## src/rtl/qfc_pkg.sv

```systemverilog
// Shared types and constants for the quaternion fly camera update block.
// Holds the payload structs, controller states, datapath commands and fixed constants.
// Has no dependencies.
`default_nettype none

package qfc_pkg;

   // Input item: one frame tick.
   typedef struct packed {
      logic signed [15:0] mouse_x;
      logic signed [15:0] mouse_y;
      logic               button_held;
      logic               key_forward;
      logic               key_back;
      logic               key_left;
      logic               key_right;
   } req_type;

   // Result item: position and orientation after the update.
   typedef struct packed {
      logic signed [31:0] pos_x;
      logic signed [31:0] pos_y;
      logic signed [31:0] pos_z;
      logic signed [31:0] quat_w;
      logic signed [31:0] quat_x;
      logic signed [31:0] quat_y;
      logic signed [31:0] quat_z;
   } rsp_type;

   // Configuration register indexes.
   localparam logic CSR_ROTATE_GAIN = 1'b0;
   localparam logic CSR_MOVE_STEP   = 1'b1;

   // Controller states.
   typedef enum logic [3:0] {
      ST_IDLE,
      ST_BRANCH,
      ST_ANGLE,
      ST_MOD,
      ST_FOLD,
      ST_CORDIC,
      ST_SAVE,
      ST_RPROD,
      ST_QPROD,
      ST_QCOMMIT,
      ST_MPROD,
      ST_DCALC,
      ST_DPROD,
      ST_FINISH
   } state_type;

   // Datapath operations.
   typedef enum logic [3:0] {
      OP_NONE,
      OP_ACCEPT,
      OP_ANGLE,
      OP_MOD,
      OP_FOLD,
      OP_CORDIC,
      OP_SAVE,
      OP_RPROD,
      OP_QPROD,
      OP_QCOMMIT,
      OP_MPROD,
      OP_DCALC,
      OP_DPROD,
      OP_OUTPUT
   } op_type;

   typedef struct packed {
      op_type     op;
      logic       axis;
      logic [4:0] idx;
   } cmd_type;

   typedef struct packed {
      logic button_held;
   } status_type;

   // First and last step indexes of the sequenced phases.
   localparam logic [4:0] MOD_FIRST    = 5'd12;
   localparam logic [4:0] CORDIC_LAST  = 5'd29;
   localparam logic [4:0] RPROD_LAST   = 5'd3;
   localparam logic [4:0] QPROD_LAST   = 5'd15;
   localparam logic [4:0] MPROD_LAST   = 5'd8;
   localparam logic [4:0] DPROD_LAST   = 5'd2;

   // Angle constants in Q.17 and CORDIC constants in Q2.30.
   localparam logic [19:0] TWO_PI_Q17  = 20'd823550;
   localparam logic [19:0] PI_Q17      = 20'd411775;
   localparam logic [19:0] HALF_PI_Q17 = 20'd205887;
   localparam logic [31:0] CORDIC_K    = 32'd652032874;
   localparam logic [31:0] ONE_Q30     = 32'd1073741824;

   // Reset values of the architectural state.
   localparam logic [15:0] GAIN_RESET   = 16'd655;
   localparam logic [15:0] STEP_RESET   = 16'd655;
   localparam logic [31:0] QUAT_W_RESET = 32'd1034781023;
   localparam logic [31:0] QUAT_Y_RESET = 32'hEEEA_8F67;
   localparam logic [31:0] POS_Z_RESET  = 32'd262144;

   // Arctangent table, Q2.30.
   localparam logic [31:0] ATAN_TAB [30] = '{
      32'h3243F6A8, 32'h1DAC6705, 32'h0FADBAFC, 32'h07F56EA6, 32'h03FEAB76,
      32'h01FFD55B, 32'h00FFFAAA, 32'h007FFF55, 32'h003FFFEA, 32'h001FFFFD,
      32'h000FFFFF, 32'h0007FFFF, 32'h0003FFFF, 32'h0001FFFF, 32'h0000FFFF,
      32'h00007FFF, 32'h00003FFF, 32'h00001FFF, 32'h00000FFF, 32'h000007FF,
      32'h000003FF, 32'h000001FF, 32'h000000FF, 32'h0000007F, 32'h0000003F,
      32'h0000001F, 32'h0000000F, 32'h00000008, 32'h00000004, 32'h00000002
   };

endpackage

`default_nettype wire

```

## src/rtl/qfc_ctrl.sv

```systemverilog
// Controller of the fly camera: sequences the datapath and runs both handshakes.
// Issues one command per cycle to qfc_datapath.
// Depends on qfc_pkg.
`default_nettype none

module qfc_ctrl (
   input  wire                   clock,
   input  wire                   reset,
   input  wire                   req_valid,
   output logic                  req_stall,
   output logic                  rsp_valid,
   input  wire                   rsp_stall,
   output qfc_pkg::cmd_type      cmd,
   input  wire qfc_pkg::status_type status
);

   qfc_pkg::state_type state_ff, state_in;
   logic [4:0]         cnt_ff, cnt_in;
   logic               axis_ff, axis_in;
   logic               rsp_valid_ff, rsp_valid_in;

   assign req_stall = (state_ff != qfc_pkg::ST_IDLE);
   assign rsp_valid = rsp_valid_ff;

   // State, step counter and output valid registers.
   always_ff @(posedge clock) begin
      if (reset) begin
         state_ff     <= qfc_pkg::ST_IDLE;
         cnt_ff       <= '0;
         axis_ff      <= 1'b0;
         rsp_valid_ff <= 1'b0;
      end else begin
         state_ff     <= state_in;
         cnt_ff       <= cnt_in;
         axis_ff      <= axis_in;
         rsp_valid_ff <= rsp_valid_in;
      end
   end

   // Next state and datapath commands.
   always_comb begin
      state_in = state_ff;
      cnt_in   = cnt_ff;
      axis_in  = axis_ff;
      cmd.op   = qfc_pkg::OP_NONE;
      cmd.idx  = cnt_ff;
      cmd.axis = axis_ff;
      case (state_ff)
         qfc_pkg::ST_IDLE: begin
            if (req_valid) begin
               cmd.op   = qfc_pkg::OP_ACCEPT;
               state_in = qfc_pkg::ST_BRANCH;
            end
         end
         qfc_pkg::ST_BRANCH: begin
            cnt_in = '0;
            if (status.button_held) begin
               axis_in  = 1'b0;
               state_in = qfc_pkg::ST_ANGLE;
            end else begin
               state_in = qfc_pkg::ST_MPROD;
            end
         end
         qfc_pkg::ST_ANGLE: begin
            cmd.op   = qfc_pkg::OP_ANGLE;
            cnt_in   = qfc_pkg::MOD_FIRST;
            state_in = qfc_pkg::ST_MOD;
         end
         qfc_pkg::ST_MOD: begin
            cmd.op = qfc_pkg::OP_MOD;
            if (cnt_ff == '0) begin
               state_in = qfc_pkg::ST_FOLD;
            end else begin
               cnt_in = cnt_ff - 5'd1;
            end
         end
         qfc_pkg::ST_FOLD: begin
            cmd.op   = qfc_pkg::OP_FOLD;
            cnt_in   = '0;
            state_in = qfc_pkg::ST_CORDIC;
         end
         qfc_pkg::ST_CORDIC: begin
            cmd.op = qfc_pkg::OP_CORDIC;
            if (cnt_ff == qfc_pkg::CORDIC_LAST) begin
               state_in = qfc_pkg::ST_SAVE;
            end else begin
               cnt_in = cnt_ff + 5'd1;
            end
         end
         qfc_pkg::ST_SAVE: begin
            cmd.op = qfc_pkg::OP_SAVE;
            cnt_in = '0;
            if (!axis_ff) begin
               axis_in  = 1'b1;
               state_in = qfc_pkg::ST_ANGLE;
            end else begin
               state_in = qfc_pkg::ST_RPROD;
            end
         end
         qfc_pkg::ST_RPROD: begin
            cmd.op = qfc_pkg::OP_RPROD;
            if (cnt_ff == qfc_pkg::RPROD_LAST) begin
               cnt_in   = '0;
               state_in = qfc_pkg::ST_QPROD;
            end else begin
               cnt_in = cnt_ff + 5'd1;
            end
         end
         qfc_pkg::ST_QPROD: begin
            cmd.op = qfc_pkg::OP_QPROD;
            if (cnt_ff == qfc_pkg::QPROD_LAST) begin
               state_in = qfc_pkg::ST_QCOMMIT;
            end else begin
               cnt_in = cnt_ff + 5'd1;
            end
         end
         qfc_pkg::ST_QCOMMIT: begin
            cmd.op   = qfc_pkg::OP_QCOMMIT;
            cnt_in   = '0;
            state_in = qfc_pkg::ST_MPROD;
         end
         qfc_pkg::ST_MPROD: begin
            cmd.op = qfc_pkg::OP_MPROD;
            if (cnt_ff == qfc_pkg::MPROD_LAST) begin
               state_in = qfc_pkg::ST_DCALC;
            end else begin
               cnt_in = cnt_ff + 5'd1;
            end
         end
         qfc_pkg::ST_DCALC: begin
            cmd.op   = qfc_pkg::OP_DCALC;
            cnt_in   = '0;
            state_in = qfc_pkg::ST_DPROD;
         end
         qfc_pkg::ST_DPROD: begin
            cmd.op = qfc_pkg::OP_DPROD;
            if (cnt_ff == qfc_pkg::DPROD_LAST) begin
               state_in = qfc_pkg::ST_FINISH;
            end else begin
               cnt_in = cnt_ff + 5'd1;
            end
         end
         qfc_pkg::ST_FINISH: begin
            // Wait until the output register is free, then load it.
            if (!rsp_valid_ff || !rsp_stall) begin
               cmd.op   = qfc_pkg::OP_OUTPUT;
               state_in = qfc_pkg::ST_IDLE;
            end
         end
         default: begin
            state_in = qfc_pkg::ST_IDLE;
         end
      endcase
   end

   // Output valid: set on a load, cleared once the transfer completes.
   always_comb begin
      if (cmd.op == qfc_pkg::OP_OUTPUT) begin
         rsp_valid_in = 1'b1;
      end else if (!rsp_stall) begin
         rsp_valid_in = 1'b0;
      end else begin
         rsp_valid_in = rsp_valid_ff;
      end
   end

`ifndef SYNTHESIS
   a_accept_branches: assert property (@(posedge clock) disable iff (reset)
      (req_valid && !req_stall) |=> (state_ff == qfc_pkg::ST_BRANCH))
      else $error("accepted item did not start processing");

   a_cordic_bound: assert property (@(posedge clock) disable iff (reset)
      (state_ff == qfc_pkg::ST_CORDIC) |-> (cnt_ff <= qfc_pkg::CORDIC_LAST))
      else $error("CORDIC step counter out of range");

   a_rsp_from_finish: assert property (@(posedge clock) disable iff (reset)
      $rose(rsp_valid_ff) |-> ($past(state_ff) == qfc_pkg::ST_FINISH))
      else $error("result presented outside the finish state");

   a_no_overwrite: assert property (@(posedge clock) disable iff (reset)
      (rsp_valid_ff && rsp_stall) |-> (cmd.op != qfc_pkg::OP_OUTPUT))
      else $error("pending result overwritten");
`endif

endmodule

`default_nettype wire

```

## config.mk

```make
export PLATFORM = sky130hd
export DESIGN_NAME = qfc_ctrl
export DESIGN_NICKNAME = d
export VERILOG_FILES = /design/src/rtl/qfc_pkg.sv /design/src/rtl/qfc_ctrl.sv
export SDC_FILE = /design/constraint.sdc
export NUM_CORES = 1
export LEC_CHECK = 0
export BUFFER_PORTS_ARGS = -buffer_cell sky130_fd_sc_hd__buf_2
export CORE_MARGIN = 5
export CORE_UTILIZATION = 59
export CTS_BUF_LIST = sky130_fd_sc_hd__clkbuf_8
export DETAILED_ROUTE_END_ITERATION = 6
export PLACE_DENSITY = 0.81
export SYNTH_ARGS = -nofsm -noshare
export SYNTH_HDL_FRONTEND = slang
export SYNTH_SLANG_ARGS = --single-unit
```

## constraint.sdc

```tcl
create_clock -name clock -period 2.7 [get_ports clock]
set_input_delay 0.405 -clock clock [delete_from_list [all_inputs] [get_ports clock]]
set_output_delay 0.405 -clock clock [all_outputs]
set_load 0.05 [all_outputs]
```

Word level (Yosys, flattened, before mapping)
Cells that the tools add are included.
{"block": "totals", "register_bits": 11, "inputBits": 5, "out_inout_bits": 12, "wordCells": 77}
{"block": "classes", "n_reduce_logical": 12, "muxes": 25, "n_addsub": 2, "eq_ne": 34}
{"operator": "4-bit case mux with 14 select lines", "n": 1}
{"operator": "4-bit case mux with 13 select lines", "n": 1}
{"operator": "4-bit two-way mux", "n": 10}
{"operator": "5-bit case mux with 8 select lines", "n": 1}
{"operator": "5-bit two-way mux", "n": 6}
{"operator": "4-bit == test (second input constant)", "n": 7}
{"operator": "2-bit != test (second input constant)", "n": 14}
{"operator": "4-bit by 3-bit == test with 1-bit output (second input constant)", "n": 4}
{"operator": "5-bit by 2-bit == test with 1-bit output (second input constant)", "n": 2}
{"operator": "5-bit by 4-bit == test with 1-bit output (second input constant)", "n": 2}
{"operator": "4-bit by 2-bit == test with 1-bit output (second input constant)", "n": 2}
{"operator": "8-bit AND reduction", "n": 1}
{"operator": "8-bit nonzero test", "n": 1}
{"operator": "6-bit AND reduction", "n": 1}
{"operator": "5-bit by 1-bit adder with 5-bit output (second input constant)", "n": 1}
{"operator": "5-bit == test (second input constant)", "n": 1}
{"operator": "5-bit logical NOT", "n": 1}
{"operator": "5-bit OR reduction", "n": 1}
{"operator": "5-bit by 1-bit subtractor with 5-bit output (second input constant)", "n": 1}
{"operator": "4-bit by 1-bit == test with 1-bit output (second input constant)", "n": 1}
{"operator": "4-bit logical NOT", "n": 1}
{"operator": "1-bit two-way mux", "n": 4}
{"operator": "4-bit nonzero test", "n": 1}
{"operator": "3-bit two-way mux", "n": 1}
{"operator": "other kinds (6)", "n": 7}

Logic depth before layout (Yosys ltp)
{"block": "logic_depth", "depth_word": 6, "mapped_depth": 7, "mapped_depth_nobuf": 7}

Worst setup path after synthesis
OpenSTA, ideal clock, no wires.
{"block": "synth_timing", "path_type": "register -> register", "from": "reg cnt_ff[0]", "to": "reg state_ff[0]", "setup_slack_ns": 0.052, "required_time_ns": 2.584, "period_less_slack_ns": 2.648, "n_path_buf": 0, "arrival_time_ns": 2.532, "setup_time_ns": 0.116, "path_stages_with_launch": 7, "cell_sequence": "dfxtp_1 -> ha_1 -> or4b_1 -> nor3b_1 -> or4_4 -> and2_2 -> a31o_1"}
{"block": "synth_between", "elab_chain_len": 3, "elab_cells_between_ends": 13, "cone_classes": "11 x eq/ne; 2 x reduce/logical"}
{"element": "from (decl)", "line": "qfc_ctrl.sv:18", "rtl": "logic [4:0] cnt_ff, cnt_in;"}
{"element": "from (signal assigned)", "line": "qfc_ctrl.sv:34", "rtl": "cnt_ff <= cnt_in;"}
{"element": "5-bit by 2-bit == test with 1-bit output (tied with other cells)", "line": "qfc_ctrl.sv:137", "rtl": "if (cnt_ff == qfc_pkg::DPROD_LAST) begin"}
{"element": "2-bit != test (no line)"}
{"element": "8-bit AND reduction (no line) (*)"}
{"element": "to (signal assigned)", "line": "qfc_ctrl.sv:28", "rtl": "state_ff <= qfc_pkg::ST_IDLE;"}
{"element": "to (signal assigned)", "line": "qfc_ctrl.sv:33", "rtl": "state_ff <= state_in;"}
{"element": "to (decl)", "line": "qfc_ctrl.sv:17", "rtl": "qfc_pkg::state_type state_ff, state_in;"}
Every way passes the cells marked *; elsewhere a longest branch is shown, timed or not.
A chain may end at the register's enable or synchronous reset.

Final worst setup path
Ends and elaborated chain as after synthesis.

==> results.toml <==
[die]
core_um2 = 1760
die_w_um = 53.7
start_util_pct = 64.0
die_area_um2 = 2890
fp.dieH_um = 53.7
io_pins = 17
num_rows = 15

[synthesis]
postSynthCellCount = 145
ys_seq_elements = 11
synth_edf_count = 0
async_flop_share_pct = 0
yosysSeqAreaShare_pct = 19.5
syn_area_um2 = 1130
synth_flop_cell = "dfxtp_1"
synthesis.nets = 156
synth.avg_cell_area_um2 = 7.78
yosysWarningCount = 0
synth_cell_types = 54

[power]
intPower_w = 0.000649
pwr_density_cell_nw_per_um2 = 1230
switchingPower_w = 0.000862
cellLeakagePower_nw = 0.501
clkPwrFrac_pct = 11.2
ir_drop_mv = 0.798
pwr-share-comb_pct = 63.4
p_seq_share_pct = 25.4
sw_frac_of_total_pct = 57.0

[cts]
cts-htree-levels = 1
cts.sink_count = 11
clock_path_buffers = 2
cts_made_buffers = 3
cts.repair.resized = 0
postCtsHoldBufs = 0
cts_tree = "built"
clkTransAtPathRegs_ns = 0.05
cts_setup_buffers = 0
clock_latency_ns = 0.25
root_buffer = "clkbuf_8"

[global_route]
grt_pass1_vias = 1164
antenna_found_initial = 0
use_met3_pct = 4.71
grt-ovfl-total = 0
grt_pass1_wl_um = 5390
track_usage_pct = 25.3
grt_use_met2_pct = 34.9
grt_use_met1_pct = 36.5
gr-max-usage-layer = "met1"
grt_max_degree = 24

[flow_run]
maxCapViolCount = 0

[drt]
routed_wl_um = 3220
ant_nets = 0
avgRoutedWirePerCell_um = 17.8
drtIter0Drc = 100
via_per_inst = 7.03
vias = 1273
dr.pass1.iters = 5
drc_errors = 0

[final_layout]
area_growth_pct = 8.98
drive_gt1_share_pct = 19.2
fin_util_pct = 69.7
final_nets = 168
antennaDiodeCount = 0

[timing]
period_minus_slack_ns = 2.49
hold_viol_final = 0
rsz0062_at_grt = "false"
max-slew-margin-rel_pct = 46.7
setup_viol = 0
worst_pin_slew_ns = 0.799
finalCritPeriodShare_pct = 92.2
fin_skew_ns = 0.00403
maxSlewViolCount = 0
fmax_mhz = 402
setup_tns_ns = 0

[worst_setup_path]
r2r_setup_slack_ns = 0.21
crit_path_max_fanout = 9
cp-end-kind = "register"
critPathKind = "register to register"
required_ns = 2.84
start_kind = "register"
arrival_ns = 2.63

[outcome]
status = "finished clean"

[placement]
io_buffers = 16
hpwl_um = 2190
gp_congestion = 0.960

[hold_path]
hp-class = "input pin to register"
routing by layer:
layer	share of wire, %	up-vias
li1	-	587
met1	44	574
met2	41	102
met3	13	10
met4	2.0	0
met5	0	-
path summary, 6_finish.rpt:
check | to | start | cells past startpoint
min | rsp_valid | rsp_stall | 3
max | state_ff[0] | cnt_ff[0] | 6
min reg2reg | rsp_valid | rsp_valid | 2
max reg2reg | state_ff[0] | cnt_ff[0] | 6
kinds of logic (layout without fill, tap and decap cells):
group | Yosys count | after routing | synth area share, %
compound gates | 54 | 54 | 35.8
simple gates | 53 | 53 | 27.7
buf+inv | 20 | 31 | 9.53
flops | 11 | 11 | 19.5
fa+ha+maj | 6 | 6 | 6.65
xor+xnor | 1 | 1 | 0.776
cell usage in the layout (no fill, tap or decap), types with 2 or more instances in the layout:
cell        n
a21oi_1    14
o31ai_1     4
ha_1        6
o211ai_1    2
a31oi_1     3
nor4_1      3
nand3_1    10
clkbuf_8    3
nand2_1    12
buf_4       3
a221oi_1    2
o2111ai_1   2
nand3b_1    2
nand4_1     2
o21ai_0     6
a211oi_1    3
inv_1       9
nor2_1      7
dfxtp_1    11
and3_1      2
buf_2      16
or3_1       2
o221ai_1    2
power groups by stage:
stage	sequential [W]	combinational, W	clock, W
3_5_place_dp	0.000373	0.000930	0
4_1_cts	0.000371	0.000938	0.000169
3_3_place_gp	0.000368	0.000914	0
6_report	0.000384	0.000958	0.000169
2_1_floorplan	0.000364	0.000771	0
5_1_grt	0.000401	0.00102	0.000178
state kept, by name, indices dropped and copies added (netlist names):
register   cells
rsp_valid      1
cnt_ff         5
axis_ff        1
state_ff       4
worst max-delay path, stage by stage (launching register included):
cell and delay, ns:
dfxtp_1 0.48, ha_1 0.26, or4b_1 0.50, nor3b_1 0.19, or4_4 0.54, and2_2 0.21
a31o_1 0.20
cells in the mapped netlist (2+ instances only):
cell / number / share of area, %
inv_1: 8 / 2.7
buf_2: 2 / 0.89
nand2_1: 12 / 4.0
and3_1: 2 / 1.1
clkbuf_1: 4 / 1.3
a221oi_1: 2 / 1.6
or3_1: 2 / 1.1
o211ai_1: 2 / 1.3
a31oi_1: 3 / 1.7
nand4_1: 2 / 1.1
nor4_1: 3 / 1.7
o221ai_1: 2 / 1.6
buf_4: 4 / 2.7
a211oi_1: 3 / 2.0
ha_1: 6 / 6.7
dfxtp_1: 11 / 20
o21ai_0: 6 / 2.7
nand3_1: 10 / 4.4
o31ai_1: 4 / 2.7
nand3b_1: 2 / 1.3
buf_6: 2 / 2.0
nor2_1: 7 / 2.3
o2111ai_1: 2 / 1.6
a21oi_1: 14 / 6.2
stage by stage:
stage,total power (W),area (µm²),instances,hold slack (ns),setup WS (ns)
2_1_floorplan,0.00114,1130,145,0.525,0.0525
3_3_place_gp,0.00128,1180,177,0.514,0.357
3_5_place_dp,0.00130,1180,177,0.530,0.319
4_1_cts,0.00148,1230,181,0.485,0.248
5_1_grt,0.00160,1230,181,0.512,0.0895
6_report,0.00151,1230,181,0.482,0.210
layout make-up:
cell class	instances	area (µm²)
multi-input cells	114	801
fillers	170	534
flip-flops and latches	11	220
repair buffers	19	103
clock buffers	3	41.3
well taps	25	31.3
inverters	8	30.0
clock inverters	1	3.75
Power figures use the tool's default switching activity.
